--- src/design/bcs_pkg.sv ---
// Shared types and constants for the BCD time-of-day clock with serial set.
// No dependencies; used by every module of the block.
package bcs_pkg;

  localparam int unsigned CellCount = 8;
  localparam int unsigned CellIdxW  = 3;
  localparam int unsigned QueueDepth = 2;
  localparam int unsigned QueuePtrW  = 1;
  localparam int unsigned PairW      = 12;

  localparam logic [7:0] CHAR_BIAS    = 8'd48;
  localparam logic [7:0] SET_MARK     = 8'h25;
  localparam logic [7:0] REPORT_OPEN  = 8'h5B;
  localparam logic [7:0] REPORT_CLOSE = 8'h0A;

  localparam logic [PairW-1:0] SEC_WRAP  = 12'd60;
  localparam logic [PairW-1:0] MIN_WRAP  = 12'd60;
  localparam logic [PairW-1:0] HOUR_WRAP = 12'd24;

  // floor(v * 3277 / 2^15) equals floor(v / 10) for every v below 16384.
  localparam logic [PairW-1:0] DIV10_MAGIC = 12'd3277;
  localparam int unsigned      DIV10_SHIFT = 15;

  localparam logic [7:0] CELL_RESET [CellCount] = '{
    8'd1, 8'd3, 8'd10, 8'd4, 8'd5, 8'd10, 8'd3, 8'd5
  };

  typedef enum logic {
    KIND_STORE = 1'b0,
    KIND_TICK  = 1'b1
  } cmd_kind_t;

  typedef enum logic {
    OP_TICK = 1'b0,
    OP_BYTE = 1'b1
  } opcode_t;

  typedef struct packed {
    cmd_kind_t           kind;
    logic [CellIdxW-1:0] pos;
    logic [7:0]          data;
  } cmd_t;

endpackage

--- src/design/bcs_front.sv ---
// Front end: accepts input words, tracks set mode and turns them into commands.
// Depends on bcs_pkg; feeds bcs_queue.
module bcs_front (
  input  logic                clk,
  input  logic                rst_n,
  input  logic                in_valid,
  output logic                in_ready,
  input  logic                in_opcode,
  input  logic [7:0]          in_rx_byte,
  input  logic                q_full,
  output logic                q_push,
  output bcs_pkg::cmd_t       q_cmd
);

  logic                             setting_r, setting_nxt;
  logic [bcs_pkg::CellIdxW-1:0]     set_pos_r, set_pos_nxt;
  logic                             accept;
  logic                             is_byte;

  assign in_ready = !q_full;
  assign accept   = in_valid && in_ready;
  assign is_byte  = (in_opcode == bcs_pkg::OP_BYTE);

  always_comb begin
    setting_nxt = setting_r;
    set_pos_nxt = set_pos_r;
    q_push      = 1'b0;
    q_cmd.kind  = bcs_pkg::KIND_TICK;
    q_cmd.pos   = set_pos_r;
    q_cmd.data  = in_rx_byte - bcs_pkg::CHAR_BIAS;
    if (accept) begin
      if (is_byte) begin
        if (in_rx_byte == bcs_pkg::SET_MARK) begin
          setting_nxt = 1'b1;
          set_pos_nxt = '0;
        end else if (setting_r) begin
          q_push      = 1'b1;
          q_cmd.kind  = bcs_pkg::KIND_STORE;
          set_pos_nxt = set_pos_r + 1'b1;
          // The eighth stored word ends set mode; the position wraps to zero.
          if (set_pos_r == bcs_pkg::CellIdxW'(bcs_pkg::CellCount - 1)) begin
            setting_nxt = 1'b0;
          end
        end
      end else if (!setting_r) begin
        q_push = 1'b1;
      end
    end
  end

  always_ff @(posedge clk) begin
    if (!rst_n) begin
      setting_r <= 1'b0;
      set_pos_r <= '0;
    end else begin
      setting_r <= setting_nxt;
      set_pos_r <= set_pos_nxt;
    end
  end

endmodule

--- src/design/bcs_queue.sv ---
// Short command queue between the front end and the time-keeping back end.
// Depends on bcs_pkg for the command type and depth.
module bcs_queue (
  input  logic          clk,
  input  logic          rst_n,
  input  logic          push,
  input  bcs_pkg::cmd_t push_cmd,
  input  logic          pop,
  output bcs_pkg::cmd_t head_cmd,
  output logic          empty,
  output logic          full
);

  bcs_pkg::cmd_t                   slots_r [bcs_pkg::QueueDepth];
  logic [bcs_pkg::QueuePtrW-1:0]   wr_ptr_r, rd_ptr_r;
  logic [bcs_pkg::QueuePtrW:0]     count_r;

  assign empty    = (count_r == '0);
  assign full     = (count_r == (bcs_pkg::QueuePtrW + 1)'(bcs_pkg::QueueDepth));
  assign head_cmd = slots_r[rd_ptr_r];

  always_ff @(posedge clk) begin
    if (push) begin
      slots_r[wr_ptr_r] <= push_cmd;
    end
  end

  always_ff @(posedge clk) begin
    if (!rst_n) begin
      wr_ptr_r <= '0;
      rd_ptr_r <= '0;
      count_r  <= '0;
    end else begin
      if (push) begin
        wr_ptr_r <= wr_ptr_r + 1'b1;
      end
      if (pop) begin
        rd_ptr_r <= rd_ptr_r + 1'b1;
      end
      if (push && !pop) begin
        count_r <= count_r + 1'b1;
      end else if (pop && !push) begin
        count_r <= count_r - 1'b1;
      end
    end
  end

endmodule

--- src/design/bcs_back.sv ---
// Back end: holds the time cells, applies stored digits, advances the clock
// and streams the ten-word report through an output register. Uses bcs_pkg.
module bcs_back (
  input  logic          clk,
  input  logic          rst_n,
  input  logic          q_empty,
  input  bcs_pkg::cmd_t head_cmd,
  output logic          q_pop,
  output logic          out_valid,
  input  logic          out_ready,
  output logic [7:0]    out_tx_byte,
  output logic          out_last_of_report
);

  typedef enum logic [2:0] {
    ST_IDLE = 3'b001,
    ST_DIV  = 3'b010,
    ST_SEND = 3'b100
  } back_state_t;

  localparam int unsigned PW = bcs_pkg::PairW;
  localparam logic [3:0] LAST_IDX = 4'd9;

  back_state_t         state_r, state_nxt;
  logic [7:0]          cells_r [bcs_pkg::CellCount];
  logic [PW-1:0]       hr_r, mn_r, sc_r;
  logic [PW-1:0]       hr_nxt, mn_nxt, sc_nxt;
  logic [3:0]          idx_r, idx_nxt;
  logic                out_valid_r, out_valid_nxt;
  logic [7:0]          out_byte_r, out_byte_nxt;
  logic                out_last_r, out_last_nxt;
  logic                out_en;
  logic                do_store, do_tick;
  logic [bcs_pkg::CellIdxW-1:0] send_cell;
  logic [8:0]          hr_q, mn_q, sc_q;

  function automatic logic [PW-1:0] pair_val(input logic [7:0] tens, input logic [7:0] ones);
    logic [PW-1:0] t;
    t = PW'(tens);
    return (t << 3) + (t << 1) + PW'(ones);
  endfunction

  function automatic logic [8:0] div10(input logic [PW-1:0] v);
    logic [2*PW-1:0] p;
    p = (2*PW)'(v) * (2*PW)'(bcs_pkg::DIV10_MAGIC);
    return p[bcs_pkg::DIV10_SHIFT +: 9];
  endfunction

  function automatic logic [7:0] rem10(input logic [PW-1:0] v, input logic [8:0] q);
    logic [PW-1:0] q10;
    q10 = (PW'(q) << 3) + (PW'(q) << 1);
    return 8'((v - q10) & PW'(4'hF));
  endfunction

  assign out_en    = !out_valid_r || out_ready;
  assign do_store  = (state_r == ST_IDLE) && !q_empty && (head_cmd.kind == bcs_pkg::KIND_STORE);
  assign do_tick   = (state_r == ST_IDLE) && !q_empty && (head_cmd.kind == bcs_pkg::KIND_TICK)
                     && out_en;
  assign q_pop     = do_store || do_tick;
  assign send_cell = 3'(idx_r - 4'd1);

  assign hr_q = div10(hr_r);
  assign mn_q = div10(mn_r);
  assign sc_q = div10(sc_r);

  // New pair values; a carry happens only on an exact wrap count.
  always_comb begin
    hr_nxt = pair_val(cells_r[0], cells_r[1]);
    mn_nxt = pair_val(cells_r[3], cells_r[4]);
    sc_nxt = pair_val(cells_r[6], cells_r[7]) + 1'b1;
    if (sc_nxt == bcs_pkg::SEC_WRAP) begin
      sc_nxt = '0;
      mn_nxt = mn_nxt + 1'b1;
      if (mn_nxt == bcs_pkg::MIN_WRAP) begin
        mn_nxt = '0;
        hr_nxt = hr_nxt + 1'b1;
        if (hr_nxt == bcs_pkg::HOUR_WRAP) begin
          hr_nxt = '0;
        end
      end
    end
  end

  always_comb begin
    state_nxt     = state_r;
    idx_nxt       = idx_r;
    out_valid_nxt = out_valid_r && !out_ready;
    out_byte_nxt  = out_byte_r;
    out_last_nxt  = out_last_r;
    unique case (state_r)
      ST_IDLE: begin
        if (do_tick) begin
          out_valid_nxt = 1'b1;
          out_byte_nxt  = bcs_pkg::REPORT_OPEN;
          out_last_nxt  = 1'b0;
          state_nxt     = ST_DIV;
        end
      end
      ST_DIV: begin
        idx_nxt   = 4'd1;
        state_nxt = ST_SEND;
      end
      ST_SEND: begin
        if (out_en) begin
          out_valid_nxt = 1'b1;
          if (idx_r == LAST_IDX) begin
            out_byte_nxt = bcs_pkg::REPORT_CLOSE;
            out_last_nxt = 1'b1;
            state_nxt    = ST_IDLE;
          end else begin
            out_byte_nxt = cells_r[send_cell] + bcs_pkg::CHAR_BIAS;
            out_last_nxt = 1'b0;
          end
          idx_nxt = idx_r + 1'b1;
        end
      end
      default: begin
        state_nxt = ST_IDLE;
      end
    endcase
  end

  always_ff @(posedge clk) begin
    if (!rst_n) begin
      state_r     <= ST_IDLE;
      out_valid_r <= 1'b0;
      for (int i = 0; i < bcs_pkg::CellCount; i++) begin
        cells_r[i] <= bcs_pkg::CELL_RESET[i];
      end
    end else begin
      state_r     <= state_nxt;
      out_valid_r <= out_valid_nxt;
      if (do_store) begin
        cells_r[head_cmd.pos] <= head_cmd.data;
      end
      if (state_r == ST_DIV) begin
        cells_r[0] <= hr_q[7:0];
        cells_r[1] <= rem10(hr_r, hr_q);
        cells_r[3] <= mn_q[7:0];
        cells_r[4] <= rem10(mn_r, mn_q);
        cells_r[6] <= sc_q[7:0];
        cells_r[7] <= rem10(sc_r, sc_q);
      end
    end
  end

  always_ff @(posedge clk) begin
    idx_r      <= idx_nxt;
    out_byte_r <= out_byte_nxt;
    out_last_r <= out_last_nxt;
    if (do_tick) begin
      hr_r <= hr_nxt;
      mn_r <= mn_nxt;
      sc_r <= sc_nxt;
    end
  end

  assign out_valid          = out_valid_r;
  assign out_tx_byte        = out_byte_r;
  assign out_last_of_report = out_last_r;

endmodule

--- src/design/bcd_clock_with_serial_set_core.sv ---
// With the back end idle, popping a tick updates the pairs and loads the '[' word into the
// output register; the divide-by-ten step, eight cell words and the newline follow.
// Throughput: one input word per cycle while the two-entry command queue is not full; a stored
// digit is written into its cell when popped, a tick runs the pair update, divide-by-ten and
// nine words, and the back end takes no new command until it is idle again.
// Reset (synchronous, rst_n low) loads 13:45:35, clears set mode and empties the queue.
module bcd_clock_with_serial_set_core (
  input  logic       clk,
  input  logic       rst_n,
  input  logic       in_valid,
  output logic       in_ready,
  input  logic       in_opcode,
  input  logic [7:0] in_rx_byte,
  output logic       out_valid,
  input  logic       out_ready,
  output logic [7:0] out_tx_byte,
  output logic       out_last_of_report
);

  logic          q_push, q_pop, q_full, q_empty;
  bcs_pkg::cmd_t q_cmd, head_cmd;

  bcs_front u_front (
    .clk       (clk),
    .rst_n     (rst_n),
    .in_valid  (in_valid),
    .in_ready  (in_ready),
    .in_opcode (in_opcode),
    .in_rx_byte(in_rx_byte),
    .q_full    (q_full),
    .q_push    (q_push),
    .q_cmd     (q_cmd)
  );

  bcs_queue u_queue (
    .clk     (clk),
    .rst_n   (rst_n),
    .push    (q_push),
    .push_cmd(q_cmd),
    .pop     (q_pop),
    .head_cmd(head_cmd),
    .empty   (q_empty),
    .full    (q_full)
  );

  bcs_back u_back (
    .clk               (clk),
    .rst_n             (rst_n),
    .q_empty           (q_empty),
    .head_cmd          (head_cmd),
    .q_pop             (q_pop),
    .out_valid         (out_valid),
    .out_ready         (out_ready),
    .out_tx_byte       (out_tx_byte),
    .out_last_of_report(out_last_of_report)
  );

  a_no_overflow: assert property (@(posedge clk) disable iff (!rst_n)
    q_push |-> (!q_full || q_pop))
    else $error("command queue written while full");

  a_no_underflow: assert property (@(posedge clk) disable iff (!rst_n)
    q_pop |-> !q_empty)
    else $error("command queue read while empty");

  a_last_is_newline: assert property (@(posedge clk) disable iff (!rst_n)
    (out_valid && out_last_of_report) |-> (out_tx_byte == bcs_pkg::REPORT_CLOSE))
    else $error("report end flag on a word other than newline");

endmodule
--- config.mk ---
export PLATFORM = sky130hd
export DESIGN_NAME = bcd_clock_with_serial_set_core
export DESIGN_NICKNAME = d
export VERILOG_FILES = /design/src/design/bcs_pkg.sv /design/src/design/bcs_front.sv /design/src/design/bcs_queue.sv /design/src/design/bcs_back.sv /design/src/design/bcd_clock_with_serial_set_core.sv
export SDC_FILE = /design/constraint.sdc
export NUM_CORES = 1
export LEC_CHECK = 0
export BUFFER_PORTS_ARGS = -buffer_cell sky130_fd_sc_hd__buf_2
export CAP_MARGIN = 15
export CORE_ASPECT_RATIO = 1.4
export CORE_MARGIN = 2
export CORE_UTILIZATION = 44
export CTS_BUF_LIST = sky130_fd_sc_hd__clkbuf_4 sky130_fd_sc_hd__clkbuf_8
export DETAILED_ROUTE_END_ITERATION = 12
export PLACE_DENSITY = 0.66
export REMOVE_ABC_BUFFERS = 1
export SKIP_CTS_REPAIR_TIMING = 1
export SYNTH_ARGS = -nofsm -noshare
export SYNTH_HDL_FRONTEND = slang
export SYNTH_SLANG_ARGS = --single-unit
--- constraint.sdc ---
create_clock -name clk -period 11.2 [get_ports clk]
set_input_delay 1.12 -clock clk [delete_from_list [all_inputs] [get_ports clk]]
set_output_delay 1.12 -clock clk [all_outputs]
set_load 0.02 [all_outputs]
# --- Word-level counts from Yosys, hierarchy flattened ---
# Memory sizes are Yosys's and may differ from the RTL's. A register that Yosys moved wholly into a read port is not among the register bits.
# Cells that the tools add are included.
op_classes:
  n_addsub: 24
  n_mul: 3
  eq_ne: 13
  muxes: 57
  bitwise_logic: 7
  reduce_logical: 27
ops:
  columns: ["cell", "n"]
  rows:
  - ["2-to-1 mux 8 bit", 10]
  - ["multiplier 12 x 12 -> 23 bit, second input constant", 3]
  - ["2-to-1 mux 12 bit", 5]
  - ["adder 11 x 9 -> 12 bit", 3]
  - ["adder 12 x 1 -> 12 bit, second input constant", 3]
  - ["adder 12 x 8 -> 12 bit", 3]
  - ["2-to-1 mux 1 bit", 28]
  - ["== test 12 x 6 -> 1 bit, second input constant", 2]
  - ["2-to-1 mux 3 bit", 6]
  - ["one-hot mux 8 bit (2 select lines)", 1]
  - ["adder 4 bit", 3]
  - ["== test 12 x 5 -> 1 bit, second input constant", 1]
  - ["subtractor 4 bit", 3]
  - ["one-hot mux 3 bit (3 select lines)", 1]
  - ["AND reduction 3 bit", 3]
  - ["adder 8 x 6 -> 8 bit, second input constant", 1]
  - ["== test 8 x 6 -> 1 bit, second input constant", 1]
  - ["logical AND 1 bit", 8]
  - ["one-hot mux 4 bit (2 select lines)", 1]
  - ["nonzero test 2 bit", 4]
  - ["OR reduction 8 bit", 1]
  - ["subtractor 8 x 6 -> 8 bit, second input constant", 1]
  - ["== test 3 bit, second input constant", 2]
  - ["zero test 1 bit", 6]
  - ["other kinds (19)", 31]
word_totals:
  regBits: 61
  ramBits: 88
  input_bits: 13
  n_memories: 2
memory_table:
  columns: ["memory", "words", "width", "rd", "rd_clocked_by_memory_dff", "write_ports", "line", "rtl"]
  rows:
  - ["u_back.cells_r", 8, 8, 7, 0, 8, "bcs_back.sv:25", "logic [7:0] cells_r [bcs_pkg::CellCount];"]
  - ["u_queue.slots_r", 2, 12, 1, 1, 1, "bcs_queue.sv:14", "bcs_pkg::cmd_t slots_r [bcs_pkg::QueueDepth];"]

# --- Longest topological paths before layout ---
depth:
  word_depth: 9
  depth_mapped: 26
  ltp_nobuf: 26

# --- Cells and area by module ---
# Synthesis repeated with hierarchy kept, for this count alone.
hier_totals:
  hier_cells: 1527
  area_unflattened_um2: 16239.3
modules_own_cells:
  columns: ["mod", "instances", "cells_per_inst", "area_per_inst_um2"]
  rows:
  - ["bcs_back", 1, 1421, 14777.9]
  - ["bcs_queue", 1, 59, 1079.8]
  - ["bcs_front", 1, 47, 381.6]

# --- Worst setup path after synthesis ---
# OpenSTA, ideal clock, no wires.
synth_timing:
  kind: "flip-flop to flip-flop"
  from: "reg u_back.hr_r[3]"
  to: "mem u_back.cells_r[1][3] (data pin)"
  arrival_time_ns: 5.097
  path_slack_ns: 5.828
  stages_incl_launch_ff: 24
  n_path_buf: 0
  period_less_slack_ns: 5.372
  path_cell_list: "edfxtp_1 -> ha_1 -> inv_1 -> fa_1 -> inv_1 -> fa_1 -> fa_1 -> inv_1 -> fa_1 -> inv_1 -> ha_1 -> nand2_1 -> o21ai_1 -> a31oi_1 -> o31ai_1 -> a21oi_1 -> ha_1 -> xor2_1 -> a21oi_1 -> o2bb2ai_1 -> o31ai_1 -> nand3_1 -> xnor2_1 -> o22ai_1"
synth_lines:
  columns: ["item", "line", "rtl"]
  rows:
  - ["start, declared", "bcs_back.sv:26", "logic [PW-1:0] hr_r, mn_r, sc_r;"]
  - ["start signal, assigned", "bcs_back.sv:152", "hr_r <= hr_nxt;"]
  - ["end, declared", "bcs_back.sv:25", null]

==> metrics.md <==
| Metric | Value |
|---|---|
| Crit-path cells | ha_1, inv_1, fa_1, inv_1, fa_1, fa_1, inv_1, fa_1, inv_1, ha_1, nand2_1, o21ai_1, a31oi_1, o31ai_1, a21oi_1, ha_1, xor2_1, a21oi_1, nand2_1, o21ai_0, o31ai_1, nand3_1, xnor2_1, o22ai_1 |
| Reg clk slew, reported paths | 0.08 ns |
| Synth-to-layout area growth | 6.96% |
| Ys flop type | edfxtp_1 |
| Ports | 24 |
| Initial antenna violation count | 0 |
| Metal-1 WL | 13100 µm |
| N_diodes | 0 |
| Outcome | complete, no violations |
| Setup Skew | 0.0176 ns |
| Grt total ovfl | 0 |
| Tmin final | 6.25 ns |
| Final #Nets | 1981 |
| Vias per cell | 5.40 |
| Detail Placement HPWL | 28400 µm |
| Worst path slowest cell | edfxtp_1 |
| RePlAce Congestion | 0.896 |
| Core ar. | 35800 µm² |
| Delay of the slowest cell on the worst path | 0.55 ns |
| Fin. Hold Viols | 0 |
| Initial DRC count | 557 |
| Setup CP Type | register to register |
| H-tree levels | 4 |
| Avg Cell Area, Syn | 10.7 µm² |
| Inserted Clock Buffers | 17 |
| CP max FO | 8 |
| DIE AREA | 37900 µm² |
| Clock sink count | 150 |
| Share of post-route cells with drive strength above 1 | 0.0665 |
| Setup TNS Final | 0 ns |
| Syn Inst Count | 1502 |
| Die Y | 230 µm |
| Req. time, crit path | 11.38 ns |
| Synth async-reset ratio | 0 |
| Element type at the critical path end | register |
| Max transition margin | 0.225 |
| Period Utilization, post-route | 0.558 |
| Filler cells | 3237 |
| Wire per inst | 17.0 µm |
| Slew @ Worst Pin | 1.13 ns |
| TritonCTS clock tree | built |
| Tot GR Track Use | 0.192 |
| Clock buffer depth | 2 |
| Uppermost layer routed | met4 |
| Detailed-route via count | 10900 |
| Register area share after synthesis | 0.273 |
| Vias in the first global route | 11700 |
| Arr. time, crit path | 6.43 ns |
| CP top delay family | adder cells |
| Min-Delay Path Class | register to register |
| Synth Cell Area | 16000 µm² |
| FMAX | 160 MHz |
| Drt first pass iters | 5 |
| Fin. max-slew vios | 0 |
| Synth cell types | 79 |
| Setup violators final | 0 |
| First-pass GRT wire length | 56900 µm |
| Detail Route met3 WL | 883 µm |
| CP Buf/Inv Count | 4 |
| Area share of the largest cell type after synthesis | 0.257 |
| Initial Util | 0.447 |
| # rows | 82 |
| Die Wd | 165 µm |
| Seq cells post-synth | 150 |
| Largest net degree at the start of global routing | 38 |
| WL met2 | 18800 µm |
| Synth Warn # | 0 |
| Antenna Nets Post-Route | 0 |
| Synth top area cells | edfxtp_1 (26%), ha_1 (24%), fa_1 (16%) |
| Number of synthesized flops with an enable pin | 137 |
| Synth area leader | edfxtp_1 |
| DRT Wirelength | 34100 µm |
| RSZ-0062 raised after global routing | no |
| MaxCap Viol Count | 0 |
| CP Launch Type | register |
| Port buffer count | 23 |
| Insertion delay to the later sink of the worst-skew pair | 0.46 ns |
| DRC viols | 0 |
| Root Buffer | clkbuf_8 |
[stage by stage]
stage / setup WS, ns / instances / instance area, µm² / hold slack (ns) / util
after floorplan: 5.83 / 1486 / 15900 / 0.452 / -
after global placement: 5.23 / 1977 / 16700 / 0.472 / 0.466
after detailed placement: 5.09 / 1977 / 16700 / 0.479 / 0.466
after CTS: 5.05 / 2009 / 17100 / 0.503 / 0.478
after global routing: 4.61 / 2010 / 17100 / 0.525 / 0.478
final: 4.95 / 2010 / 17100 / 0.498 / 0.478
[metal layers]
layer  track usage  vias up
met2         0.365      225
met5             0        -
met3        0.0224       76
met1         0.213     5319
met4        0.0780        0
li1              -     5243
[cells in the final DEF (no fill, tap or decap), types with 7 or more instances in the layout]
| master | Yosys | routed |
|---|---|---|
| buf_2 | 1 | 23 |
| nand4_1 | 7 | 7 |
| edfxtp_1 | 137 | 137 |
| mux4_2 | 16 | 16 |
| a31oi_1 | 7 | 7 |
| nand2b_1 | 10 | 10 |
| xnor2_1 | 46 | 46 |
| inv_1 | 271 | 271 |
| nor2_1 | 98 | 98 |
| clkbuf_8 | 0 | 17 |
| nor2b_1 | 14 | 14 |
| nand2_1 | 73 | 73 |
| xor2_1 | 34 | 34 |
| or3_1 | 10 | 10 |
| o21a_1 | 7 | 7 |
| nand3_1 | 29 | 29 |
| buf_4 | 0 | 7 |
| a21o_1 | 14 | 14 |
| dfxtp_1 | 13 | 13 |
| nor3_1 | 18 | 17 |
| fa_1 | 129 | 129 |
| o22ai_1 | 23 | 23 |
| and3_1 | 11 | 11 |
| and2_1 | 14 | 14 |
| ha_1 | 304 | 304 |
| o21ai_0 | 45 | 45 |
| mux2i_1 | 20 | 20 |
| a21oi_1 | 36 | 36 |
[cells by family after synthesis]
| family | share of synthesized area |
|---|---|
| AOI/OAI and AO/OA | 0.0809 |
| xor gates and xnor gates | 0.0458 |
| adders and majority gates | 0.399 |
| buffers and inverters | 0.0674 |
| DFF | 0.273 |
| muxes | 0.0367 |
| and+or+nand+nor | 0.0971 |
[area by class of cell]
type	count	area, µm²	share of cell area
clock buffer	20	256	0.0150
tap	462	578	0.0338
sequential	150	4370	0.255
inverter	271	1020	0.0594
clock inverter	12	169	0.00986
multi-input combinational	1065	10600	0.617
timing repair buffer	30	168	0.00979
[path summary, 6_finish.rpt]
| kind | from | endpoint | slack, ns | depth (start not counted) |
|---|---|---|---|---|
| worst min register to register | u_front.set_pos_r[2] | u_queue.slots_r[1][10] | 0.50 | 0 |
| worst min-delay path | u_front.set_pos_r[2] | u_queue.slots_r[1][10] | 0.50 | 0 |
| worst max register to register | u_back.hr_r[3] | u_back.cells_r[1][3] | 4.95 | 24 |
| worst max-delay path | u_back.hr_r[3] | u_back.cells_r[1][3] | 4.95 | 24 |
[flip-flops by register name, indices dropped and copies added (netlist names), named ones only]
register,cells
u_back.out_valid,1
u_back.mn_r,12
u_back.cells_r,64
u_back.hr_r,12
u_front.setting_r,1
u_back.out_last_of_report,1
u_queue.slots_r,24
u_queue.rd_ptr_r,1
u_back.idx_r,4
u_back.state_r,3
u_back.out_tx_byte,8
u_queue.wr_ptr_r,1
u_front.set_pos_r,3
u_queue.count_r,2
u_back.sc_r,12
[Yosys cell counts, types with 3 or more instances]
library cell and instances:
nand2b_1 10, or2_2 5, a31oi_1 7, o21ai_0 45, fa_1 129, nand2_1 73
nor2b_1 14, nor2_1 98, xnor2_1 46, a21boi_0 3, ha_1 304, a21o_1 14
and2_1 14, o22ai_1 23, nor3_1 18, o21a_1 7, nor3b_1 5, edfxtp_1 137
o2bb2ai_1 6, dfxtp_1 13, nand3b_1 3, a22oi_1 5, o32ai_1 3, clkbuf_1 13
or3_1 10, o31ai_1 5, o21ai_1 3, nand4_1 7, xor2_1 34, a21oi_1 36
nand3_1 29, inv_1 271, and3_1 11, mux2i_1 20, a211oi_1 6, nor4_1 3
o21bai_1 5, mux4_2 16
Power is not shown: default switching activity piles up to over one toggle a cycle in this logic, so the estimate is an artifact.
